File: src/rtl/kwt_pkg.sv
`default_nettype none
// ----------------------------------------------------------------------------
// kwt_pkg: shared types and constants of the keyword tokenizer
// Lexer modes, token kind codes, keyword table and the result record.
// ----------------------------------------------------------------------------
package kwt_pkg;

    localparam int MAX_LEN = 256;
    localparam logic [7:0] CNT_MAX = 8'(MAX_LEN - 1);

    typedef enum logic [2:0] {
        MODE_IDLE = 3'd0,
        MODE_NUM  = 3'd1,
        MODE_WORD = 3'd2,
        MODE_STR  = 3'd3,
        MODE_OP   = 3'd4
    } t_mode;

    localparam logic [3:0] KIND_EOF   = 4'd0;
    localparam logic [3:0] KIND_NUM   = 4'd1;
    localparam logic [3:0] KIND_KW0   = 4'd2;
    localparam logic [3:0] KIND_IDENT = 4'd10;
    localparam logic [3:0] KIND_STR   = 4'd11;
    localparam logic [3:0] KIND_OP    = 4'd12;
    localparam logic [3:0] KIND_ERR   = 4'd13;

    localparam logic [7:0] CHAR_NUL   = 8'h00;
    localparam logic [7:0] CHAR_QUOTE = 8'h22;
    localparam logic [7:0] CHAR_EQ    = 8'h3D;
    localparam logic [7:0] CHAR_BANG  = 8'h21;
    localparam logic [7:0] CHAR_LT    = 8'h3C;
    localparam logic [7:0] CHAR_GT    = 8'h3E;

    localparam int KW_NUM = 8;

    typedef logic [0:8][7:0] t_kw_word;

    // padding characters beyond each keyword length are never compared
    localparam t_kw_word KW_TEXT [KW_NUM] = '{
        "iniciar  ", "finalizar", "mostrar  ", "repetir  ",
        "veces    ", "si       ", "entonces ", "sino     "
    };
    localparam logic [3:0] KW_LEN [KW_NUM] = '{
        4'd7, 4'd9, 4'd7, 4'd7, 4'd5, 4'd2, 4'd8, 4'd4
    };

    typedef struct packed {
        logic       kind;
        logic [7:0] ch;
        logic [3:0] tk;
        logic [7:0] len;
        logic       last;
    } t_result;

    typedef struct packed {
        logic [1:0]        count;
        t_result [2:0]     item;
    } t_batch;

    function automatic t_result mk_value(input logic [7:0] c);
        t_result r;
        r      = '0;
        r.kind = 1'b0;
        r.ch   = c;
        return r;
    endfunction

    function automatic t_result mk_end(input logic [3:0] tk, input logic [7:0] len);
        t_result r;
        r      = '0;
        r.kind = 1'b1;
        r.tk   = tk;
        r.len  = len;
        return r;
    endfunction

endpackage
`default_nettype wire

File: src/rtl/kwt_lexer.sv
`default_nettype none
// ----------------------------------------------------------------------------
// kwt_lexer: lexer state and per-byte result generation
// Holds mode, value count and keyword match mask; forms the 0..3 results
// that one source byte causes.
// ----------------------------------------------------------------------------
module kwt_lexer
    import kwt_pkg::*;
(
    input  wire logic       i_clk,
    input  wire logic       i_rst_n,
    input  wire logic       i_accept,
    input  wire logic [7:0] i_char,
    output t_batch          o_batch
);

    t_mode      r_mode, n_mode;
    logic [7:0] r_cnt, n_cnt;
    logic [7:0] r_alive, n_alive;

    function automatic logic is_digit(input logic [7:0] c);
        return (c >= "0") && (c <= "9");
    endfunction

    function automatic logic is_alpha(input logic [7:0] c);
        return ((c >= "A") && (c <= "Z")) || ((c >= "a") && (c <= "z"));
    endfunction

    function automatic logic is_space(input logic [7:0] c);
        return (c == " ") || ((c >= 8'd9) && (c <= 8'd13));
    endfunction

    function automatic logic is_op(input logic [7:0] c);
        return (c == CHAR_EQ) || (c == CHAR_BANG) || (c == CHAR_LT) || (c == CHAR_GT);
    endfunction

    function automatic logic [7:0] kw_filter(input logic [7:0] alive,
                                             input logic [7:0] cnt,
                                             input logic [7:0] c);
        logic [7:0] a;
        a = alive;
        for (int k = 0; k < KW_NUM; k++) begin
            if (cnt >= {4'd0, KW_LEN[k]}) begin
                a[k] = 1'b0;
            end else if (KW_TEXT[k][cnt[3:0]] != c) begin
                a[k] = 1'b0;
            end
        end
        return a;
    endfunction

    // start of a new token from idle
    t_mode      st_mode;
    logic [7:0] st_cnt;
    logic [7:0] st_alive;
    logic [1:0] st_n;
    t_result    st_r0, st_r1;

    always_comb begin
        st_mode  = MODE_IDLE;
        st_cnt   = 8'd0;
        st_alive = 8'hFF;
        st_n     = 2'd0;
        st_r0    = '0;
        st_r1    = '0;
        if (is_space(i_char)) begin
            st_n = 2'd0;
        end else if (i_char == CHAR_NUL) begin
            st_n  = 2'd1;
            st_r0 = mk_end(KIND_EOF, 8'd0);
        end else if (is_digit(i_char)) begin
            st_mode = MODE_NUM;
            st_cnt  = 8'd1;
            st_n    = 2'd1;
            st_r0   = mk_value(i_char);
        end else if (is_alpha(i_char)) begin
            st_mode  = MODE_WORD;
            st_cnt   = 8'd1;
            st_alive = kw_filter(8'hFF, 8'd0, i_char);
            st_n     = 2'd1;
            st_r0    = mk_value(i_char);
        end else if (i_char == CHAR_QUOTE) begin
            st_mode = MODE_STR;
        end else if (is_op(i_char)) begin
            st_mode = MODE_OP;
            st_cnt  = 8'd1;
            st_n    = 2'd1;
            st_r0   = mk_value(i_char);
        end else begin
            st_n  = 2'd2;
            st_r0 = mk_value(i_char);
            st_r1 = mk_end(KIND_ERR, 8'd1);
        end
    end

    // extend the open token
    logic [7:0] ap_alive;
    logic       ap_send;
    logic [7:0] ap_cnt;

    always_comb begin
        ap_alive = (r_mode == MODE_WORD) ? kw_filter(r_alive, r_cnt, i_char) : r_alive;
        ap_send  = r_cnt < CNT_MAX;
        ap_cnt   = r_cnt + {7'd0, ap_send};
    end

    logic [3:0] word_kind;

    always_comb begin
        word_kind = KIND_IDENT;
        for (int k = KW_NUM - 1; k >= 0; k--) begin
            if (r_alive[k] && (r_cnt == {4'd0, KW_LEN[k]})) begin
                word_kind = KIND_KW0 + 4'(k);
            end
        end
    end

    logic       has_pre, take_append, has_post, take_start, do_clear;
    t_result    pre, post;
    logic [1:0] idx;
    t_result [2:0] res;

    always_comb begin
        has_pre     = 1'b0;
        take_append = 1'b0;
        has_post    = 1'b0;
        take_start  = 1'b0;
        do_clear    = 1'b0;
        pre         = '0;
        post        = '0;
        unique case (r_mode)
            MODE_NUM: begin
                if (is_digit(i_char)) begin
                    take_append = 1'b1;
                end else begin
                    has_pre    = 1'b1;
                    pre        = mk_end(KIND_NUM, r_cnt);
                    take_start = 1'b1;
                end
            end
            MODE_WORD: begin
                if (is_alpha(i_char)) begin
                    take_append = 1'b1;
                end else begin
                    has_pre    = 1'b1;
                    pre        = mk_end(word_kind, r_cnt);
                    take_start = 1'b1;
                end
            end
            MODE_STR: begin
                if (i_char == CHAR_QUOTE) begin
                    has_pre  = 1'b1;
                    pre      = mk_end(KIND_STR, r_cnt);
                    do_clear = 1'b1;
                end else if (i_char == CHAR_NUL) begin
                    // unterminated string closes as an error token
                    has_pre    = 1'b1;
                    pre        = mk_end(KIND_ERR, r_cnt);
                    take_start = 1'b1;
                end else begin
                    take_append = 1'b1;
                end
            end
            MODE_OP: begin
                if (i_char == CHAR_EQ) begin
                    take_append = 1'b1;
                    has_post    = 1'b1;
                    post        = mk_end(KIND_OP, ap_cnt);
                    do_clear    = 1'b1;
                end else begin
                    has_pre    = 1'b1;
                    pre        = mk_end(KIND_OP, r_cnt);
                    take_start = 1'b1;
                end
            end
            default: begin
                take_start = 1'b1;
            end
        endcase
    end

    always_comb begin
        n_mode  = r_mode;
        n_cnt   = r_cnt;
        n_alive = r_alive;
        res     = '0;
        idx     = 2'd0;
        if (has_pre) begin
            res[idx] = pre;
            idx      = idx + 2'd1;
        end
        if (take_append) begin
            n_cnt   = ap_cnt;
            n_alive = ap_alive;
            if (ap_send) begin
                res[idx] = mk_value(i_char);
                idx      = idx + 2'd1;
            end
        end
        if (has_post) begin
            res[idx] = post;
            idx      = idx + 2'd1;
        end
        if (take_start) begin
            n_mode  = st_mode;
            n_cnt   = st_cnt;
            n_alive = st_alive;
            if (st_n != 2'd0) begin
                res[idx] = st_r0;
                idx      = idx + 2'd1;
            end
            if (st_n == 2'd2) begin
                res[idx] = st_r1;
                idx      = idx + 2'd1;
            end
        end
        if (do_clear) begin
            n_mode  = MODE_IDLE;
            n_cnt   = 8'd0;
            n_alive = 8'hFF;
        end
        for (int i = 0; i < 3; i++) begin
            res[i].last = (idx != 2'd0) && (2'(i) == (idx - 2'd1));
        end
        o_batch.count = idx;
        o_batch.item  = res;
    end

    always_ff @(posedge i_clk) begin
        if (!i_rst_n) begin
            r_mode  <= MODE_IDLE;
            r_cnt   <= 8'd0;
            r_alive <= 8'hFF;
        end else if (i_accept) begin
            r_mode  <= n_mode;
            r_cnt   <= n_cnt;
            r_alive <= n_alive;
        end
    end

endmodule
`default_nettype wire

File: src/rtl/kwt_result_queue.sv
`default_nettype none
// ----------------------------------------------------------------------------
// kwt_result_queue: four-slot result register
// Takes up to three results of one item at once, sends one per ready cycle.
// ----------------------------------------------------------------------------
module kwt_result_queue
    import kwt_pkg::*;
(
    input  wire logic    i_clk,
    input  wire logic    i_rst_n,
    input  wire logic    i_push,
    input  wire t_batch  i_batch,
    input  wire logic    i_out_ready,
    output logic         o_in_ready,
    output logic         o_out_valid,
    output t_result      o_head
);

    t_result    r_q [4];
    t_result    n_q [4];
    logic [2:0] r_cnt, n_cnt;
    logic       pop;
    logic [2:0] base;

    always_comb begin
        pop  = (r_cnt != 3'd0) && i_out_ready;
        base = r_cnt - {2'd0, pop};
        n_q  = r_q;
        if (pop) begin
            for (int i = 0; i < 3; i++) begin
                n_q[i] = r_q[i + 1];
            end
        end
        if (i_push) begin
            for (int j = 0; j < 3; j++) begin
                if (2'(j) < i_batch.count) begin
                    n_q[base[1:0] + 2'(j)] = i_batch.item[j];
                end
            end
        end
        n_cnt = base + (i_push ? {1'b0, i_batch.count} : 3'd0);
    end

    assign o_in_ready  = r_cnt <= 3'd1;
    assign o_out_valid = r_cnt != 3'd0;
    assign o_head      = r_q[0];

    always_ff @(posedge i_clk) begin
        r_q <= n_q;
    end

    always_ff @(posedge i_clk) begin
        if (!i_rst_n) begin
            r_cnt <= 3'd0;
        end else begin
            r_cnt <= n_cnt;
        end
    end

endmodule
`default_nettype wire

File: src/rtl/keyword_tokenizer_unit.sv
// Results are registered in the result queue before they are offered.
// Throughput: one byte per cycle while the output is ready and each byte
// causes at most one result; a byte causing more stalls input until one is left.
// The four-slot result register takes a byte whenever it holds at most one result.
// Reset (synchronous, active low) empties the results and returns the lexer
// to idle with no open token.
`default_nettype none
// ----------------------------------------------------------------------------
// keyword_tokenizer_unit: streaming keyword tokenizer
// One source byte in per item; value characters and token ends out.
// ----------------------------------------------------------------------------
module keyword_tokenizer_unit
    import kwt_pkg::*;
(
    input  wire logic       i_clk,
    input  wire logic       i_rst_n,
    input  wire logic       i_in_valid,
    output logic            o_in_ready,
    input  wire logic [7:0] i_char_in,
    output logic            o_out_valid,
    input  wire logic       i_out_ready,
    output logic            o_result_kind,
    output logic [7:0]      o_value_char,
    output logic [3:0]      o_token_kind,
    output logic [7:0]      o_token_length,
    output logic            o_last
);

    logic    accept;
    t_batch  batch;
    t_result head;

    assign accept = i_in_valid && o_in_ready;

    kwt_lexer u_lexer (
        .i_clk    (i_clk),
        .i_rst_n  (i_rst_n),
        .i_accept (accept),
        .i_char   (i_char_in),
        .o_batch  (batch)
    );

    kwt_result_queue u_queue (
        .i_clk       (i_clk),
        .i_rst_n     (i_rst_n),
        .i_push      (accept),
        .i_batch     (batch),
        .i_out_ready (i_out_ready),
        .o_in_ready  (o_in_ready),
        .o_out_valid (o_out_valid),
        .o_head      (head)
    );

    assign o_result_kind  = head.kind;
    assign o_value_char   = head.ch;
    assign o_token_kind   = head.tk;
    assign o_token_length = head.len;
    assign o_last         = head.last;

endmodule
`default_nettype wire
File: config.mk
export PLATFORM = sky130hd
export DESIGN_NAME = keyword_tokenizer_unit
export DESIGN_NICKNAME = d
export VERILOG_FILES = /design/src/rtl/kwt_pkg.sv /design/src/rtl/kwt_lexer.sv /design/src/rtl/kwt_result_queue.sv /design/src/rtl/keyword_tokenizer_unit.sv
export SDC_FILE = /design/constraint.sdc
export NUM_CORES = 1
export LEC_CHECK = 0
export BUFFER_PORTS_ARGS = -buffer_cell sky130_fd_sc_hd__buf_4
export CORE_ASPECT_RATIO = 0.7
export CORE_MARGIN = 2
export CORE_UTILIZATION = 30
export CTS_BUF_LIST = sky130_fd_sc_hd__clkbuf_2
export CTS_CLUSTER_DIAMETER = 120
export DETAILED_ROUTE_END_ITERATION = 8
export RECOVER_POWER = 100
export SYNTH_ARGS = -nofsm -noshare
export SYNTH_HDL_FRONTEND = slang
export SYNTH_HIERARCHICAL = 1
export SYNTH_SLANG_ARGS = --single-unit
File: constraint.sdc
create_clock -name i_clk -period 8.1 [get_ports i_clk]
set_input_delay 0.81 -clock i_clk [delete_from_list [all_inputs] [get_ports i_clk]]
set_output_delay 0.81 -clock i_clk [all_outputs]
set_load 0.02 [all_outputs]
# Word-level counts from Yosys, hierarchy flattened
# Memories as Yosys holds them, arrays and structs flattened.
# Index checks and enable logic that the tools add are counted.
# classes
bitwise_logic	4
eq_ne	34
add_sub_neg	10
n_lt_le_gt_ge	34
n_mul	0
reduce_logical	55
div_mod_pow	0
n_shift	0
muxes	159
# ops
cell	n
22-bit 2-to-1 mux	25
66-bit 2-to-1 mux	8
88-bit 2-to-1 mux	6
22-bit demux with 2-bit select	7
66-bit bitwise mux	4
88-bit bitwise mux	3
8-bit 2-to-1 mux	32
22-bit case mux with 4 select lines	1
8-bit inequality test	8
7-bit by 8-bit inequality test with 1-bit output, first input constant	7
8-bit by 6-bit equality test with 1-bit output, second input constant	6
1-bit 2-to-1 mux	38
2-bit 2-to-1 mux	16
4-bit AND reduction	8
4-bit nonzero test	8
8-bit by 3-bit equality test with 1-bit output, second input constant	3
8-bit by 3-bit >= comparator with 1-bit output, second input constant	3
8-bit by 4-bit >= comparator with 1-bit output, second input constant	3
1-bit logical AND	24
3-bit 2-to-1 mux	8
4-bit 2-to-1 mux	6
21-bit 2-to-1 mux	1
8-bit by 4-bit equality test with 1-bit output, second input constant	2
8-bit by 7-bit >= comparator with 1-bit output, second input constant	2
other kinds (40)	67
# word_totals
mem_bits_rw	0
latch_bits	0
ff_bits	110
memories	8
in_bits	12
wordCells	335
output_inout_bits	24
rom_bits	1024
# mem_list
name	words	word_bits	rd	rd_clocked_by_memory_dff	write_ports	line	source
(no name shown)	16	8	1	0	0	kwt_lexer.sv:45	end else if (KW_TEXT[k][cnt[3:0]] != c) begin
(no name shown)	16	8	1	0	0	kwt_lexer.sv:45	
(no name shown)	16	8	1	0	0	kwt_lexer.sv:45	
(no name shown)	16	8	1	0	0	kwt_lexer.sv:45	
(no name shown)	16	8	1	0	0	kwt_lexer.sv:45	
(no name shown)	16	8	1	0	0	kwt_lexer.sv:45	
+2 memories	-	-	-	-	-	-	

# Depth between registers and ports, before layout
# depth
depth_word	33
ltp_mapped	30
mapped_depth_nobuf	24

# Modules after synthesis
# Netlist, hierarchy kept.
# by_module_without_submodules
mod	cells_each	n_inst	seq_area_each_um2	area_per_inst_um2
kwt_result_queue	799	1	2042.0	6377.4
kwt_lexer	545	1	380.4	3599.7
keyword_tokenizer_unit	1	1	0.0	6.3

# Worst setup path after synthesis
# Ideal clock, no wire load.
# synth_path
path_type	in2reg
startpoint	in i_char_in[7]
endpoint	reg u_queue.r_cnt[2]
stages	30
arrival_time_ns	6.432
setup_slack_ns	1.553
path_buffers	6
t_required_ns	7.985
setup_ns	0.115
path_cell_list	clkbuf_1 nor4_1 and3_1 buf_1 o21ai_0 nand3_1 buf_2 ha_1 a21boi_1 nor2_2 inv_1 ha_1 nor2_1 a31oi_2 ha_1 nand2_1 a21boi_0 inv_1 ha_1 nor3_1 a2bb2oi_1 o21ai_1 buf_2 buf_2 nand2_1 clkbuf_1 fa_1 xor2_1 xnor2_1 and2_1
# synth_rtl
item	line	source
start: declaration	keyword_tokenizer_unit.sv:19	input wire logic [7:0] i_char_in,
end signal: assignment	kwt_result_queue.sv:56	r_cnt <= n_cnt;
end: declaration	kwt_result_queue.sv:21	logic [2:0] r_cnt, n_cnt;

==> results_dict.tcl <==
set metrics [dict create \
    min_period_over_period 0.892 \
    grt_pass1_wl_um 58400 \
    post_cts_resized 0 \
    postCtsHoldBufs 0 \
    drv_slew 113 \
    status "finished with violations" \
    drtIter0Drc 1973 \
    place_hpwl_um 24900 \
    avgViaCountPerCell 6.44 \
    peakVddDrop_uv 215 \
    clk_path_buf_depth 2 \
    max_cap_viol_count 2 \
    critPathMaxFanout 22 \
    worst_pin_slew_ps 3600 \
    use_met2 0.293 \
    cts_tree "yes" \
    synth_area_leader_cell "dfxtp_1" \
    postPlaceCellArea_um2 10400 \
    cts_num_sinks 110 \
    r2r_start "u_lexer/r_mode[0]" \
    die_x_um 222 \
    r2r_setup_slack_ps 970 \
    cts_root_buf "clkbuf_2" \
    drtPass1Iterations 9 \
    ys.flop_type "dfxtp_1" \
    hold_start "i_rst_n" \
    p_leak_nw 3.69 \
    min_period_ps 7230 \
    grtUsageTotal 0.212 \
    final_design_area_no_fill_um2 10400 \
    grt_pass1_vias 9890 \
    core_um2 32600 \
    fmax_mhz 138 \
    drcViolationCount 7 \
    place_ws_ps 988 \
    synthTopCellsByCount "135 x nor2_1, 127 x o21ai_0, 96 x o22ai_1" \
    synth_most_common_cell "nor2_1" \
    cts_setup_buffers 0 \
    drive_gt1_frac 0.0687 \
    io_pins 36 \
    htree_levels 3 \
    syn_area_um2 9980 \
    clock_latency_ps 790 \
    hold_viol 0 \
    cp-end-kind "flip-flop" \
    arrival_ps 7870 \
    worst_hold_path_type "input port to flip-flop" \
    reg2reg_to "u_queue/o_head[2]" \
    power_frac_comb 0.641 \
    p_sw_mw 1.93 \
    synth_edf_count 22 \
    slew_headroom -1.40 \
    ys_types 86 \
    die_y_um 157 \
    postSynthCellCount 1345 \
    pwr-share-clk 0.094 \
    yosysWarnings 6 \
    num_vias 11001 \
    cp-start-kind "input port" \
    fin_nets 1312 \
    yosys.area.top_type_share 0.176 \
    io_buffers 35 \
    fin_setup_tns_ps 0 \
    grt_overflow 0 \
    instances_no_fill 1709 \
    p_int_mw 1.85 \
    fin_skew_ps 52.3 \
    ys_top_cells_by_area "dfxtp_1 18%, edfxtp_1 6.6%, o21ai_0 6.4%, o22ai_1 6.0%, a22oi_1 5.3%" \
    worst_r2r_path_depth 24 \
    use_met3 0.0571 \
    power.density_nw_per_um2 363 \
    dp_cells 1692 \
    die_area_um2 34800 \
    grt_use_met1 0.313 \
    drt_wl_total_um 37900 \
    top_usage_layer "met1" \
    area_growth_syn_to_layout_pct 4.21 \
    clkTransAtPathRegs_ps 360 \
    violations "design-rule violations, max-capacitance violations, max-slew violations" \
    setup_viol 0 \
    ys_seq_area_frac 0.243 \
    drtAntennaViolNets 0 \
    rsz0062_at_grt "false" \
    min_path_cells 2 \
    gp_congestion 0.935 \
    grt_start_max_net_pins 82 \
    required_ps 8740 \
    setup_ws_ps 875 \
    switching_share 0.509 \
    antenna_found_initial 1 \
    start_util 0.307 \
    synth_area_per_cell_um2 7.42 \
    min_to "u_lexer/r_alive[2]" \
    ys_ff_latch 110 \
    numCtsBuffers 9 \
    pwr-share-seq 0.265 \
    fillers 3460 \
    path_class "input port to flip-flop" \
    wl_per_cell_um 22.2 \
    num_rows 55 \
    synthArstFlopShare 0 \
]
-- worst max-delay path by stage --
stage | slack (ps) | start | cells past startpoint | endpoint
6_report | 870 | i_char_in[6] | 25 | u_queue/o_head[2]
5_1_grt | 630 | u_lexer/r_mode[2] | 24 | u_queue/o_head[2]
4_1_cts | 1800 | u_lexer/r_mode[0] | 25 | u_queue/r_q[28]
3_5_place_dp | 990 | i_char_in[6] | 26 | u_queue/r_q[33]
3_3_place_gp | 1190 | i_char_in[4] | 28 | u_queue/r_q[50]
2_1_floorplan | 1550 | i_char_in[7] | 30 | u_queue/r_cnt[2]
-- cell families (layout without fill, tap and decap cells) --
family,Yosys count,after routing,synth area share
AOI/OAI and AO/OA,562,562,0.383
and+or+nand+nor,369,369,0.189
buffers and inverters,223,158,0.102
DFF,110,110,0.243
xor gates and xnor gates,29,29,0.0262
muxes,27,27,0.0271
adders and majority gates,24,24,0.0308
other,1,3,0.000376
-- critical path, stage by stage --
cell and delay [ps]:
buf_4 160, nor3b_1 630, a311o_1 360, and2_0 150, nand3_1 90, buf_4 200
ha_1 300, a21boi_0 180, nor2_1 370, inv_1 80, ha_1 290, nor2_1 40
a31oi_1 490, ha_1 370, nand2_1 70, a21boi_0 250, inv_1 110, ha_1 290
nor3_1 50, a2bb2oi_1 290, o21ai_4 230, nor2b_1 240, nand2_1 940, o221ai_1 370
o32ai_1 500
-- final cells by class --
class	instances	area, µm²	share of cell area
timing repair buffer	72	457	0.0439
inverter	70	263	0.0253
tap	427	534	0.0514
multi-input combinational	1013	6560	0.630
sequential	110	2420	0.233
clock buffer	9	45.0	0.00433
antenna	1	2.50	0.000241
clock inverter	7	123	0.0118
-- flip-flops by register name, indices dropped and copies added, names as in the netlist --
signal and cells:
u_lexer/r_alive 8, u_lexer/r_cnt 8, u_lexer/r_mode 3, u_queue/o_head 22
u_queue/r_cnt 3, u_queue/r_q 66
-- layer usage --
metal / wire (µm) / up-vias / share of wire
li1: - / 4930 / -
met1: 17000 / 5202 / 0.45
met2: 15400 / 777 / 0.41
met3: 4680 / 92 / 0.12
met4: 829 / 0 / 0.022
met5: 0 / - / 0
-- cells in the final DEF (no fill, tap or decap), drive strengths merged, types with 11 or more instances in the layout --
master and n:
a21o 23, a21oi 77, a222oi 22, a22oi 71, a31oi 11, and2 33
buf 46, clkbuf 35, dfxtp 88, edfxtp 22, ha 23, inv 68
mux2i 27, nand2 45, nand2b 15, nand3 46, nor2 137, nor2b 16
nor3 18, o21ai 132, o221ai 46, o22ai 96, o32ai 24, xnor2 25
-- power by group through the flow --
| stage | Clock (mW) | Combinational [mW] | Sequential, mW |
|---|---|---|---|
| final | 0.355 | 2.42 | 1.00 |
| after global routing | 0.382 | 2.58 | 1.03 |
| after CTS | 0.364 | 2.39 | 0.993 |
| after detailed placement | 0 | 2.38 | 1.01 |
| after global placement | 0 | 2.35 | 1.00 |
| after floorplan | 0 | 1.80 | 0.962 |
-- metrics by stage --
step	hold slack [ps]	power [mW]	util
3_5_place_dp	473	3.39	0.318
5_1_grt	299	3.99	0.320
6_report	309	3.78	0.320
3_3_place_gp	461	3.35	0.318
2_1_floorplan	452	2.76	-
4_1_cts	261	3.75	0.323
Power figures use the tool's default switching activity.
